===== src/rtl/sync_framed_packet_encoder_unit_macros.svh =====
// ----------------------------------------------------------------------------
// Assertion macros for the framed packet encoder
// Concurrent checks that compile away when SYNTHESIS is defined.
// ----------------------------------------------------------------------------
`ifndef SYNC_FRAMED_PACKET_ENCODER_UNIT_MACROS_SVH
`define SYNC_FRAMED_PACKET_ENCODER_UNIT_MACROS_SVH

`ifndef SYNTHESIS

// property must hold at every rising clock edge outside reset
`define SFPE_ASSERT(label, clk, rst, prop, msg) \
   label: assert property (@(posedge clk) disable iff (rst) (prop)) \
      else $error(msg);

// expression must never be true outside reset
`define SFPE_ASSERT_NEVER(label, clk, rst, expr, msg) \
   label: assert property (@(posedge clk) disable iff (rst) !(expr)) \
      else $error(msg);

`else

`define SFPE_ASSERT(label, clk, rst, prop, msg)
`define SFPE_ASSERT_NEVER(label, clk, rst, expr, msg)

`endif

`endif


===== src/rtl/sfpe_pkg.sv =====
// ----------------------------------------------------------------------------
// Framed packet encoder package
// Widths, reset values, codes and the CRC-8 byte update.
// ----------------------------------------------------------------------------
`default_nettype none

package sfpe_pkg;

   localparam int BYTE_W      = 8;
   localparam int CSR_ADDR_W  = 8;
   localparam int MAX_RESULTS = 5;
   localparam int CNT_W       = $clog2(MAX_RESULTS + 1);

   localparam logic [BYTE_W-1:0] SYNC_FIRST_RESET  = 8'hAA;
   localparam logic [BYTE_W-1:0] SYNC_SECOND_RESET = 8'h55;
   localparam logic [BYTE_W-1:0] CRC_POLY          = 8'h07;
   localparam logic [BYTE_W-1:0] CRC_INIT          = 8'h00;

   // item opcodes
   typedef enum logic [0:0] {
      OP_START   = 1'b0,
      OP_PAYLOAD = 1'b1
   } op_type;

   // register indexes
   localparam logic [CSR_ADDR_W-1:0] CSR_SYNC_FIRST  = 8'd0;
   localparam logic [CSR_ADDR_W-1:0] CSR_SYNC_SECOND = 8'd1;

   typedef logic [BYTE_W-1:0] byte_type;
   typedef logic [CNT_W-1:0]  cnt_type;

   // crc-8, msb first, one byte folded in (unrolled shift/xor network)
   function automatic byte_type crc_fold(input byte_type crc, input byte_type data);
      byte_type v;
      v = crc ^ data;
      for (int b = 0; b < BYTE_W; b++) begin
         if (v[BYTE_W-1]) begin
            v = {v[BYTE_W-2:0], 1'b0} ^ CRC_POLY;
         end else begin
            v = {v[BYTE_W-2:0], 1'b0};
         end
      end
      return v;
   endfunction

endpackage

`default_nettype wire


===== src/rtl/sfpe_if.sv =====
// ----------------------------------------------------------------------------
// Framed packet encoder channels
// Valid/ready interfaces for the item, result and register write channels.
// ----------------------------------------------------------------------------
`default_nettype none

// input item channel
interface sfpe_req_if;
   import sfpe_pkg::*;

   logic                valid;
   logic                ready;
   logic [0:0]          op;
   logic [BYTE_W-1:0]   msg_kind;
   logic [BYTE_W-1:0]   frame_length;
   logic [BYTE_W-1:0]   payload_byte;

   modport source (output valid, op, msg_kind, frame_length, payload_byte,
                   input ready);
   modport sink   (input valid, op, msg_kind, frame_length, payload_byte,
                   output ready);
endinterface

// result byte channel
interface sfpe_rsp_if;
   import sfpe_pkg::*;

   logic                valid;
   logic                ready;
   logic [BYTE_W-1:0]   tx_byte;
   logic                frame_end;

   modport source (output valid, tx_byte, frame_end, input ready);
   modport sink   (input valid, tx_byte, frame_end, output ready);
endinterface

// register write channel
interface sfpe_csr_if;
   import sfpe_pkg::*;

   logic                  valid;
   logic                  ready;
   logic [CSR_ADDR_W-1:0] addr;
   logic [BYTE_W-1:0]     wdata;

   modport source (output valid, addr, wdata, input ready);
   modport sink   (input valid, addr, wdata, output ready);
endinterface

`default_nettype wire


===== src/rtl/sync_framed_packet_encoder_unit.sv =====
// The first result beat is valid in the cycle after the item beat is taken.
// A start item yields 4 header beats plus the crc beat when its length is zero;
// a payload item yields its byte plus the crc beat on the last one, or nothing.
// Results leave one beat per cycle from the result register while ready is high;
// the next item is taken when idle or as the last beat leaves; the output paces it.
// Reset: synchronous, active high; clears frame state and restores sync bytes.
// ----------------------------------------------------------------------------
// Sync framed packet encoder
// Builds sync/type/length/payload/crc-8 frames one byte per result beat.
// ----------------------------------------------------------------------------
`default_nettype none

`include "sync_framed_packet_encoder_unit_macros.svh"

module sync_framed_packet_encoder_unit (
   input  wire logic  clock,
   input  wire logic  reset,
   sfpe_req_if.sink   req_chan,
   sfpe_rsp_if.source rsp_chan,
   sfpe_csr_if.sink   csr_chan
);
   import sfpe_pkg::*;

   // sync byte registers
   byte_type sync_first_ff,  sync_first_in;
   byte_type sync_second_ff, sync_second_in;

   // frame state
   byte_type crc_ff,  crc_in;
   byte_type left_ff, left_in;
   logic     open_ff, open_in;

   // result group: bytes drained from entry zero, count and end flag
   byte_type grp_ff [MAX_RESULTS];
   byte_type grp_in [MAX_RESULTS];
   cnt_type  cnt_ff, cnt_in;
   logic     end_ff, end_in;

   logic     req_fire;
   logic     rsp_fire;
   logic     last_beat;
   byte_type start_crc;
   byte_type data_crc;
   byte_type left_dec;

   // handshakes
   assign last_beat      = (cnt_ff == cnt_type'(1));
   assign rsp_fire       = rsp_chan.valid && rsp_chan.ready;
   assign req_chan.ready = (cnt_ff == '0) || (rsp_chan.ready && last_beat);
   assign req_fire       = req_chan.valid && req_chan.ready;
   assign csr_chan.ready = 1'b1;

   // result outputs
   assign rsp_chan.valid     = (cnt_ff != '0);
   assign rsp_chan.tx_byte   = grp_ff[0];
   assign rsp_chan.frame_end = end_ff && last_beat;

   // crc updates
   assign start_crc = crc_fold(crc_fold(CRC_INIT, req_chan.msg_kind), req_chan.frame_length);
   assign data_crc  = crc_fold(crc_ff, req_chan.payload_byte);
   assign left_dec  = left_ff - byte_type'(1);

   // register writes
   always_comb begin
      sync_first_in  = sync_first_ff;
      sync_second_in = sync_second_ff;
      if (csr_chan.valid) begin
         case (csr_chan.addr)
            CSR_SYNC_FIRST:  sync_first_in  = csr_chan.wdata;
            CSR_SYNC_SECOND: sync_second_in = csr_chan.wdata;
            default: ;
         endcase
      end
   end

   // frame state and result group next values
   always_comb begin
      crc_in  = crc_ff;
      left_in = left_ff;
      open_in = open_ff;
      cnt_in  = cnt_ff;
      end_in  = end_ff;
      for (int i = 0; i < MAX_RESULTS; i++) begin
         grp_in[i] = grp_ff[i];
      end

      // drain one beat
      if (rsp_fire) begin
         for (int i = 0; i < MAX_RESULTS - 1; i++) begin
            grp_in[i] = grp_ff[i+1];
         end
         cnt_in = cnt_ff - cnt_type'(1);
      end

      // new item, group is empty or its last beat leaves now
      if (req_fire) begin
         case (op_type'(req_chan.op))
            OP_START: begin
               grp_in[0] = sync_first_ff;
               grp_in[1] = sync_second_ff;
               grp_in[2] = req_chan.msg_kind;
               grp_in[3] = req_chan.frame_length;
               grp_in[4] = start_crc;
               crc_in    = start_crc;
               left_in   = req_chan.frame_length;
               open_in   = (req_chan.frame_length != '0);
               end_in    = (req_chan.frame_length == '0);
               cnt_in    = (req_chan.frame_length == '0) ? cnt_type'(MAX_RESULTS)
                                                         : cnt_type'(MAX_RESULTS - 1);
            end
            OP_PAYLOAD: begin
               if (open_ff && (left_ff != '0)) begin
                  grp_in[0] = req_chan.payload_byte;
                  grp_in[1] = data_crc;
                  crc_in    = data_crc;
                  left_in   = left_dec;
                  open_in   = (left_dec != '0);
                  end_in    = (left_dec == '0);
                  cnt_in    = (left_dec == '0) ? cnt_type'(2) : cnt_type'(1);
               end else begin
                  // dropped: no frame open
                  open_in = 1'b0;
                  cnt_in  = '0;
               end
            end
            default: ;
         endcase
      end
   end

   // control and state registers
   always_ff @(posedge clock) begin
      if (reset) begin
         sync_first_ff  <= SYNC_FIRST_RESET;
         sync_second_ff <= SYNC_SECOND_RESET;
         crc_ff         <= CRC_INIT;
         left_ff        <= '0;
         open_ff        <= 1'b0;
         cnt_ff         <= '0;
         end_ff         <= 1'b0;
      end else begin
         sync_first_ff  <= sync_first_in;
         sync_second_ff <= sync_second_in;
         crc_ff         <= crc_in;
         left_ff        <= left_in;
         open_ff        <= open_in;
         cnt_ff         <= cnt_in;
         end_ff         <= end_in;
      end
   end

   // result bytes
   always_ff @(posedge clock) begin
      for (int i = 0; i < MAX_RESULTS; i++) begin
         grp_ff[i] <= grp_in[i];
      end
   end

   // checks
   `SFPE_ASSERT(a_take_on_last, clock, reset,
      (req_fire && (cnt_ff != '0)) |-> (rsp_fire && last_beat),
      "item taken while result beats still pending")
   `SFPE_ASSERT(a_start_group, clock, reset,
      (req_fire && (req_chan.op == OP_START)) |=>
      ((cnt_ff == cnt_type'(MAX_RESULTS)) || (cnt_ff == cnt_type'(MAX_RESULTS - 1))),
      "start item did not load a header group")
   `SFPE_ASSERT_NEVER(a_open_has_left, clock, reset,
      open_ff && (left_ff == '0),
      "frame open with no payload bytes left")
   `SFPE_ASSERT(a_end_closes, clock, reset,
      (rsp_fire && rsp_chan.frame_end && !req_fire) |-> !open_ff,
      "frame end beat while a frame is still open")

endmodule

`default_nettype wire


===== src/flat_wrapper.sv =====
// flat-port wrapper written by rule: the top's interface ports become plain ports
module sync_framed_packet_encoder_unit_flat import sfpe_pkg::*;
  (clock, reset, req_chan_valid, req_chan_op, req_chan_msg_kind, req_chan_frame_length, req_chan_payload_byte, req_chan_ready, rsp_chan_valid, rsp_chan_tx_byte, rsp_chan_frame_end, rsp_chan_ready, csr_chan_valid, csr_chan_addr, csr_chan_wdata, csr_chan_ready);
  sfpe_req_if req_chan_i ();
  sfpe_rsp_if rsp_chan_i ();
  sfpe_csr_if csr_chan_i ();
  input  wire logic clock;
  input  wire logic reset;
  input wire logic [$bits(req_chan_i.valid)-1:0] req_chan_valid;
  input wire logic [$bits(req_chan_i.op)-1:0] req_chan_op;
  input wire logic [$bits(req_chan_i.msg_kind)-1:0] req_chan_msg_kind;
  input wire logic [$bits(req_chan_i.frame_length)-1:0] req_chan_frame_length;
  input wire logic [$bits(req_chan_i.payload_byte)-1:0] req_chan_payload_byte;
  output wire logic [$bits(req_chan_i.ready)-1:0] req_chan_ready;
  output wire logic [$bits(rsp_chan_i.valid)-1:0] rsp_chan_valid;
  output wire logic [$bits(rsp_chan_i.tx_byte)-1:0] rsp_chan_tx_byte;
  output wire logic [$bits(rsp_chan_i.frame_end)-1:0] rsp_chan_frame_end;
  input wire logic [$bits(rsp_chan_i.ready)-1:0] rsp_chan_ready;
  input wire logic [$bits(csr_chan_i.valid)-1:0] csr_chan_valid;
  input wire logic [$bits(csr_chan_i.addr)-1:0] csr_chan_addr;
  input wire logic [$bits(csr_chan_i.wdata)-1:0] csr_chan_wdata;
  output wire logic [$bits(csr_chan_i.ready)-1:0] csr_chan_ready;
  assign req_chan_i.valid = req_chan_valid;
  assign req_chan_i.op = req_chan_op;
  assign req_chan_i.msg_kind = req_chan_msg_kind;
  assign req_chan_i.frame_length = req_chan_frame_length;
  assign req_chan_i.payload_byte = req_chan_payload_byte;
  assign req_chan_ready = req_chan_i.ready;
  assign rsp_chan_valid = rsp_chan_i.valid;
  assign rsp_chan_tx_byte = rsp_chan_i.tx_byte;
  assign rsp_chan_frame_end = rsp_chan_i.frame_end;
  assign rsp_chan_i.ready = rsp_chan_ready;
  assign csr_chan_i.valid = csr_chan_valid;
  assign csr_chan_i.addr = csr_chan_addr;
  assign csr_chan_i.wdata = csr_chan_wdata;
  assign csr_chan_ready = csr_chan_i.ready;
  sync_framed_packet_encoder_unit u_core (.clock(clock), .reset(reset), .req_chan(req_chan_i), .rsp_chan(rsp_chan_i), .csr_chan(csr_chan_i));
endmodule

===== config.mk =====
export PLATFORM = sky130hd
export DESIGN_NAME = sync_framed_packet_encoder_unit_flat
export DESIGN_NICKNAME = d
export VERILOG_FILES = /design/src/rtl/sfpe_pkg.sv /design/src/rtl/sfpe_if.sv /design/src/rtl/sync_framed_packet_encoder_unit.sv /design/src/flat_wrapper.sv
export VERILOG_INCLUDE_DIRS = /design/src /design/src/rtl
export SDC_FILE = /design/constraint.sdc
export NUM_CORES = 1
export LEC_CHECK = 0
export BUFFER_PORTS_ARGS = -buffer_cell sky130_fd_sc_hd__buf_2
export CORE_ASPECT_RATIO = 1.4
export CORE_UTILIZATION = 50
export CTS_CLUSTER_SIZE = 20
export DETAILED_ROUTE_END_ITERATION = 10
export GPL_ROUTABILITY_DRIVEN = 0
export GPL_TIMING_DRIVEN = 0
export PLACE_DENSITY = 0.82
export SYNTH_ARGS = -nofsm -noshare
export SYNTH_HDL_FRONTEND = slang
export SYNTH_SLANG_ARGS = --single-unit

===== constraint.sdc =====
create_clock -name clock -period 3.8 [get_ports clock]
set_clock_uncertainty 0.1 [all_clocks]
set_input_delay 0.57 -clock clock [delete_from_list [all_inputs] [get_ports clock]]
set_output_delay 0.57 -clock clock [all_outputs]
set_load 0.02 [all_outputs]

Word level (Yosys, flattened, before mapping)

Memory sizes are Yosys's and may differ from the RTL's.
Index checks and enable logic that the tools add are counted.
W data, S select, Z words.

Logic and storage cells: 101
Bits in writable memories: 40
Output and inout bits: 12
Memories kept: 1
Register bits: 37

Equality and inequality tests: 3
Add/subtract/negate cells: 2
Reductions and logical operators: 18
Bitwise operators: 27
Multiplexer cells: 43

Memories:

| name          | words | width | read ports | clocked after memory_dff | wr ports | RTL line                              | source |
|---|---|---|---|---|---|---|---|
| u_core.grp_ff | 5     | 8     | 5          | 0                        | 5        | sync_framed_packet_encoder_unit.sv:34 | `byte_type grp_ff [MAX_RESULTS];` |

Operators by type and width:

| operator              | count |
|---|---|
| $mux W3               | 27 |
| $not A3 Y3            | 24 |
| $mux W40              | 1 |
| $mux W32              | 1 |
| $pmux W16 S2          | 1 |
| $pmux W8 S2           | 2 |
| $logic_not A8 Y1      | 3 |
| $mux W24              | 1 |
| $reduce_bool A8 Y1    | 3 |
| $mux W16              | 1 |
| $mux W8               | 2 |
| $xor A8 B8 Y8         | 2 |
| $eq A8 B1 Y1 const B  | 1 |
| $sub A8 B1 Y8 const B | 1 |
| $pmux W3 S2           | 1 |
| $reduce_and A2 Y1     | 3 |
| $logic_and A1 B1 Y1   | 5 |
| $pmux W1 S2           | 2 |
| $eq A3 B1 Y1 const B  | 1 |
| $logic_not A3 Y1      | 1 |
| $mux W1               | 3 |
| $reduce_bool A3 Y1    | 1 |
| $sub A3 B1 Y3 const B | 1 |
| $mux W2               | 1 |
| other kinds (4)       | 4 |

Longest topological paths before layout

Depth after elaboration: 35
Mapped depth: 9
Depth with buffers taken out: 8

Least setup slack after synthesis

OpenSTA, ideal clock, no wires.

Kind: flip-flop to flip-flop
Start: register u_core.cnt_ff[0]
End: register u_core.cnt_ff[1]
Path slack: 1.758 ns
Arrival: 1.812 ns
Period minus slack after synthesis: 2.042 ns
Library setup time: 0.130 ns
Cell stages (with the launch flop): 10
Data required time: 3.570 ns
Path buffers: 2
Cell sequence: dfxtp_1 inv_1 ha_1 nand2b_1 and2_1 clkbuf_1 clkbuf_1 nand2_1 o2111ai_1 o41ai_2

RTL lines:

| element                             | RTL line                               | source |
|---|---|---|
| from (decl)                         | sync_framed_packet_encoder_unit.sv:36  | `cnt_type cnt_ff, cnt_in;` |
| from (signal assigned)              | sync_framed_packet_encoder_unit.sv:147 | `cnt_ff <= cnt_in;` |
| $reduce_bool A3 Y1                  | sync_framed_packet_encoder_unit.sv:54  | `assign rsp_chan.valid = (cnt_ff != '0);` |
| via rsp_chan_valid                  | flat_wrapper.sv:15                     | `output wire logic [$bits(rsp_chan_i.valid)-1:0] rsp_chan_valid;` |
| $logic_and A1 B1 Y1                 | sync_framed_packet_encoder_unit.sv:48  | `assign rsp_fire = rsp_chan.valid && rsp_chan.ready;` |
| $reduce_bool A2 Y1 (no source line) | n/a                                    |  |

The timed path passes the listed nets, and every way through them passes these cells. The select of a mux whose other input is x is not followed.
A chain may end at the register's enable or synchronous reset.

Final worst setup path

Start: register u_core.cnt_ff[0]
End: register u_core.crc_ff[6]

Word-level cells in the longest chain between the ends: 5

Ends and longest elaborated chain:

| element                              | RTL line                               | source |
|---|---|---|
| $eq A3 B1 Y1                         | sync_framed_packet_encoder_unit.sv:47  | `assign last_beat = (cnt_ff == cnt_type'(1));` |
| $logic_and A1 B1 Y1                  | sync_framed_packet_encoder_unit.sv:49  | `assign req_chan.ready = (cnt_ff == '0) \|\| (rsp_chan.ready && last_beat);` |
| $logic_or A1 B1 Y1 *                 | sync_framed_packet_encoder_unit.sv:49  |  |
| $logic_and A1 B1 Y1 *                | sync_framed_packet_encoder_unit.sv:50  | `assign req_fire = req_chan.valid && req_chan.ready;` |
| $reduce_and A2 Y1 (no source line) * | n/a                                    |  |
| to (signal assigned)                 | sync_framed_packet_encoder_unit.sv:144 | `crc_ff <= crc_in;` |
| to (decl)                            | sync_framed_packet_encoder_unit.sv:29  | `byte_type crc_ff, crc_in;` |

Every way passes the cells marked *; elsewhere a longest branch is shown, timed or not.

==> summary.md <==
| Metric | Value |
|---|---|
| Outcome | completed |
| Yosys warns | 0 |
| Worst R2R End | u_core.crc_ff[6]$_SDFFE_PP0P_ |
| Async SR Flop Fraction | 0% |
| Post-Route WL | 10910 µm |
| Placed cell areas | 0.004451 mm² |
| Hold path endpoint | u_core.sync_first_ff[7]$_SDFFE_PP1P_ |
| Critical Setup Path Class | flop to flop |
| Slew HR | 61.21% |
| TritonCTS clock tree | built |
| Layout Nets | 571 |
| Post-DP HPWL | 8085 µm |
| Synth Instances | 456 |
| Hold Vio Cnt, Final | 0 |
| Routed len/inst | 17.48 µm |
| P per Cell Area | 794.5 mW/mm² |
| Crit path largest cell delay | 0.41 ns |
| Switch share | 38.81% |
| Post-DRT Antenna Nets | 0 |
| Horiz. Die Dim | 78.21 µm |
| Slew Limit Fails | 0 |
| CORE AREA | 0.007797 mm² |
| Diodes inserted | 0 |
| Top FF cell, synth | dfxtp_1 |
| Syn_nets | 508 |
| Synth-to-layout area growth | 15.79% |
| Hold-fix buffers, CTS | 0 |
| Slew @ Worst Pin | 0.5818 ns |
| Max H-tree Level | 3 |
| Worst Min Path Start | csr_chan_wdata[7] |
| Leakage | 1.920 nW |
| Clock power share | 21.1% |
| Synth unique cells | 59 |
| Crit share post-route | 71.38% |
| Layout cell share with drive strength beyond 1 | 17.94% |
| Setup bufs post-CTS | 0 |
| Setup TNS | 0 ns |
| Setup-failing EPs final | 0 |
| # rows | 38 |
| Comb pwr share | 44.6% |
| # port buffers | 52 |
| GR Overflow Total | 0 |
| Fillers | 665 |
| Mapped Area | 0.004065 mm² |
| Internal Power | 0.002288 W |
| Mean Syn Cell Area | 8.915 µm² |
| Iter 0 DRT Violations | 317 |
| Post-synth EDFFs | 8 |
| Die height | 108.7 µm |
| Vias in the first global route | 3633 |
| Worst Setup End Kind | flop |
| Initial antenna violation count | 0 |
| Unrepaired setup endpoints after global routing | no |
| Max Freq | 368.7 MHz |
| Crit path time final | 2.712 ns |
| Vias per cell | 5.905 |
| Register area share after synthesis | 39.89% |
| Critical R2R Launch | u_core.cnt_ff[0]$_SDFFE_PP0P_ |
| Max cap viols | 0 |
| Global-route wire length before repair | 17210 µm |
| Family with the most delay on the worst path | buffers and inverters |
| CTS clk-pin slew, worst paths | 0.08 ns |
| DRC Markers | 0 |
| Bufs and invs on worst path | 3 |
| Critical path cell sequence | inv_1 -> ha_1 -> a21oi_1 -> nor3b_1 -> nand2_1 -> inv_1 -> buf_2 -> o221ai_1 -> a21oi_1 |
| Clk buf depth | 2 |
| Io pins | 58 |
| Die area | 0.008500 mm² |
| Initial Util | 52.13% |
| CTS Buf Count | 9 |
| Area of the multi-input gates | 0.002232 mm² |
| CP required | 3.99 ns |
| WP data arrival | 2.90 ns |
| Worst hold stages | 3 |
| Final instance area | 0.004707 mm² |
| Tightest Hold Check Type | primary input to flop |
| Max IR drop VDD | 445.7 µV |
| Startpoint Class | flop |
| Sw power | 0.001452 W |
| Largest net degree at the start of global routing | 18 |
| Total GRT Usage | 26.59% |
| Worst skew pair latency | 0.36 ns |
| Reg2Reg Depth | 9 |
| Sequential Power Share | 34.3% |
| Root Buffer | clkbuf_8 |
| Via count | 3685 |
| CP Max Fanout | 17 |
| PostCTS Resize Cnt | 0 |
| Drt first pass iters | 5 |
| CTS Sinks | 77 |
| Post-synthesis register bit count | 77 |
| Worst reg-to-reg setup slack | 1.09 ns |
| CP max stage cell | buf_2 |
| Sequential Area | 0.001622 mm² |
## layer usage
| layer | wire length (µm) | GRT usage [%] | part of all wire (%) | vias up |
|---|---|---|---|---|
| met3 | 752 | 5.021 | 6.9 | 31 |
| li1 | - | - | - | 1718 |
| met2 | 5404 | 46.24 | 50 | 178 |
| met5 | 0 | 0 | 0 | - |
| met1 | 4359 | 30.32 | 40 | 1758 |
| met4 | 390 | 15.48 | 3.6 | 0 |
## synth_stat cells, types with 6 or more instances
master    count  area [µm²]
ha_1          6       75.07
nand3_1       9       45.04
nor2_1       37       138.9
o22ai_1       8       50.05
o211ai_1      6       45.04
edfxtp_1      8       240.2
a21oi_1      27       135.1
mux2i_1      29       290.3
buf_2         7       35.03
nand2_1      79       296.5
inv_1         8       30.03
a31oi_1      16       100.1
buf_4         9       67.56
clkbuf_1     20       75.07
dfxtp_1      69        1381
xor2_1        9       78.83
o21ai_0       6       30.03
xnor2_1      44       385.4
## kinds of logic after synthesis
| family | after synthesis | share of synthesized area (%) |
|---|---|---|
| AO/OA/AOI/OAI | 94 | 16.10 |
| XOR/XNOR | 57 | 13.64 |
| adder cells (fa/ha/maj) | 6 | 1.847 |
| buffers and inverters | 45 | 5.201 |
| flip-flops | 77 | 39.89 |
| multiplexers | 29 | 7.141 |
| other | 1 | 0.09225 |
| AND/OR/NAND/NOR | 147 | 16.10 |
## state kept, by name (all words and copies together), names as in the netlist
name,flops
u_core.sync_second_ff,8
u_core.cnt_ff,3
u_core.end_ff,1
u_core.grp_ff,40
u_core.open_ff,1
u_core.sync_first_ff,8
u_core.crc_ff,8
u_core.left_ff,8
## power groups by stage
stage / combinational (W) / sequential, W / clock [W]
6_report: 0.00167 / 0.00128 / 0.000790
5_1_grt: 0.00180 / 0.00130 / 0.000827
4_1_cts: 0.00165 / 0.00127 / 0.000789
3_5_place_dp: 0.00163 / 0.00129 / 0
3_3_place_gp: 0.00158 / 0.00127 / 0
2_1_floorplan: 0.00127 / 0.00123 / 0
## through the flow
step                utilization (%)  setup WS [ns]  total power (W)  hold WS [ns]  cells
floorplan                         -          1.758         0.002506        0.3425    456
global placement              57.08          1.275         0.002852        0.3517    608
detailed placement            57.08          1.198         0.002922        0.3629    608
CTS                           60.37          1.174         0.003711        0.3359    624
global route                  60.37         0.9423         0.003934        0.3343    624
finish                        60.37          1.088         0.003740        0.3394    624
## how the worst max path moves through the flow
| stage | from | end | slack [ns] | cells after the start |
|---|---|---|---|---|
| 4_1_cts | u_core.cnt_ff[0]$_SDFFE_PP0P_ | u_core.crc_ff[6]$_SDFFE_PP0P_ | 1.17 | 9 |
| 5_1_grt | u_core.cnt_ff[0]$_SDFFE_PP0P_ | u_core.crc_ff[6]$_SDFFE_PP0P_ | 0.94 | 9 |
| 6_report | u_core.cnt_ff[0]$_SDFFE_PP0P_ | u_core.crc_ff[6]$_SDFFE_PP0P_ | 1.09 | 9 |
| 3_3_place_gp | rsp_chan_ready | u_core.crc_ff[6]$_SDFFE_PP0P_ | 1.28 | 8 |
| 3_5_place_dp | rsp_chan_ready | u_core.crc_ff[6]$_SDFFE_PP0P_ | 1.20 | 8 |
| 2_1_floorplan | u_core.cnt_ff[0]$_SDFFE_PP0P_ | u_core.cnt_ff[1]$_SDFFE_PP0P_ | 1.76 | 9 |
## area by class of cell
class | count | share of cell area [%]
inverters | 9 | 0.7177
multi-input cells | 334 | 47.42
plain buffers | 36 | 3.775
clock inverters | 5 | 2.206
flip-flops and latches | 77 | 34.45
clock buffers | 11 | 3.243
repair buffers | 52 | 5.529
well taps | 100 | 2.658
## cell usage in the layout, fill, tap and decap left out, types with 9 or more instances in the layout
| cell | instances |
|---|---|
| mux2i_1 | 29 |
| xnor2_1 | 44 |
| nand3_1 | 9 |
| dfxtp_1 | 69 |
| buf_2 | 59 |
| xor2_1 | 9 |
| clkbuf_8 | 9 |
| clkbuf_1 | 21 |
| nand2_1 | 79 |
| nor2_1 | 37 |
| a21oi_1 | 27 |
| a31oi_1 | 16 |
| buf_4 | 9 |
## worst register-to-register path, stage by stage, from the launching register on
cell      delay, ns
dfxtp_1        0.32
inv_1          0.13
ha_1           0.25
a21oi_1        0.08
nor3b_1        0.40
nand2_1        0.30
inv_1          0.27
buf_2          0.41
o221ai_1       0.20
a21oi_1        0.17
(Power assumes the default switching activity.)
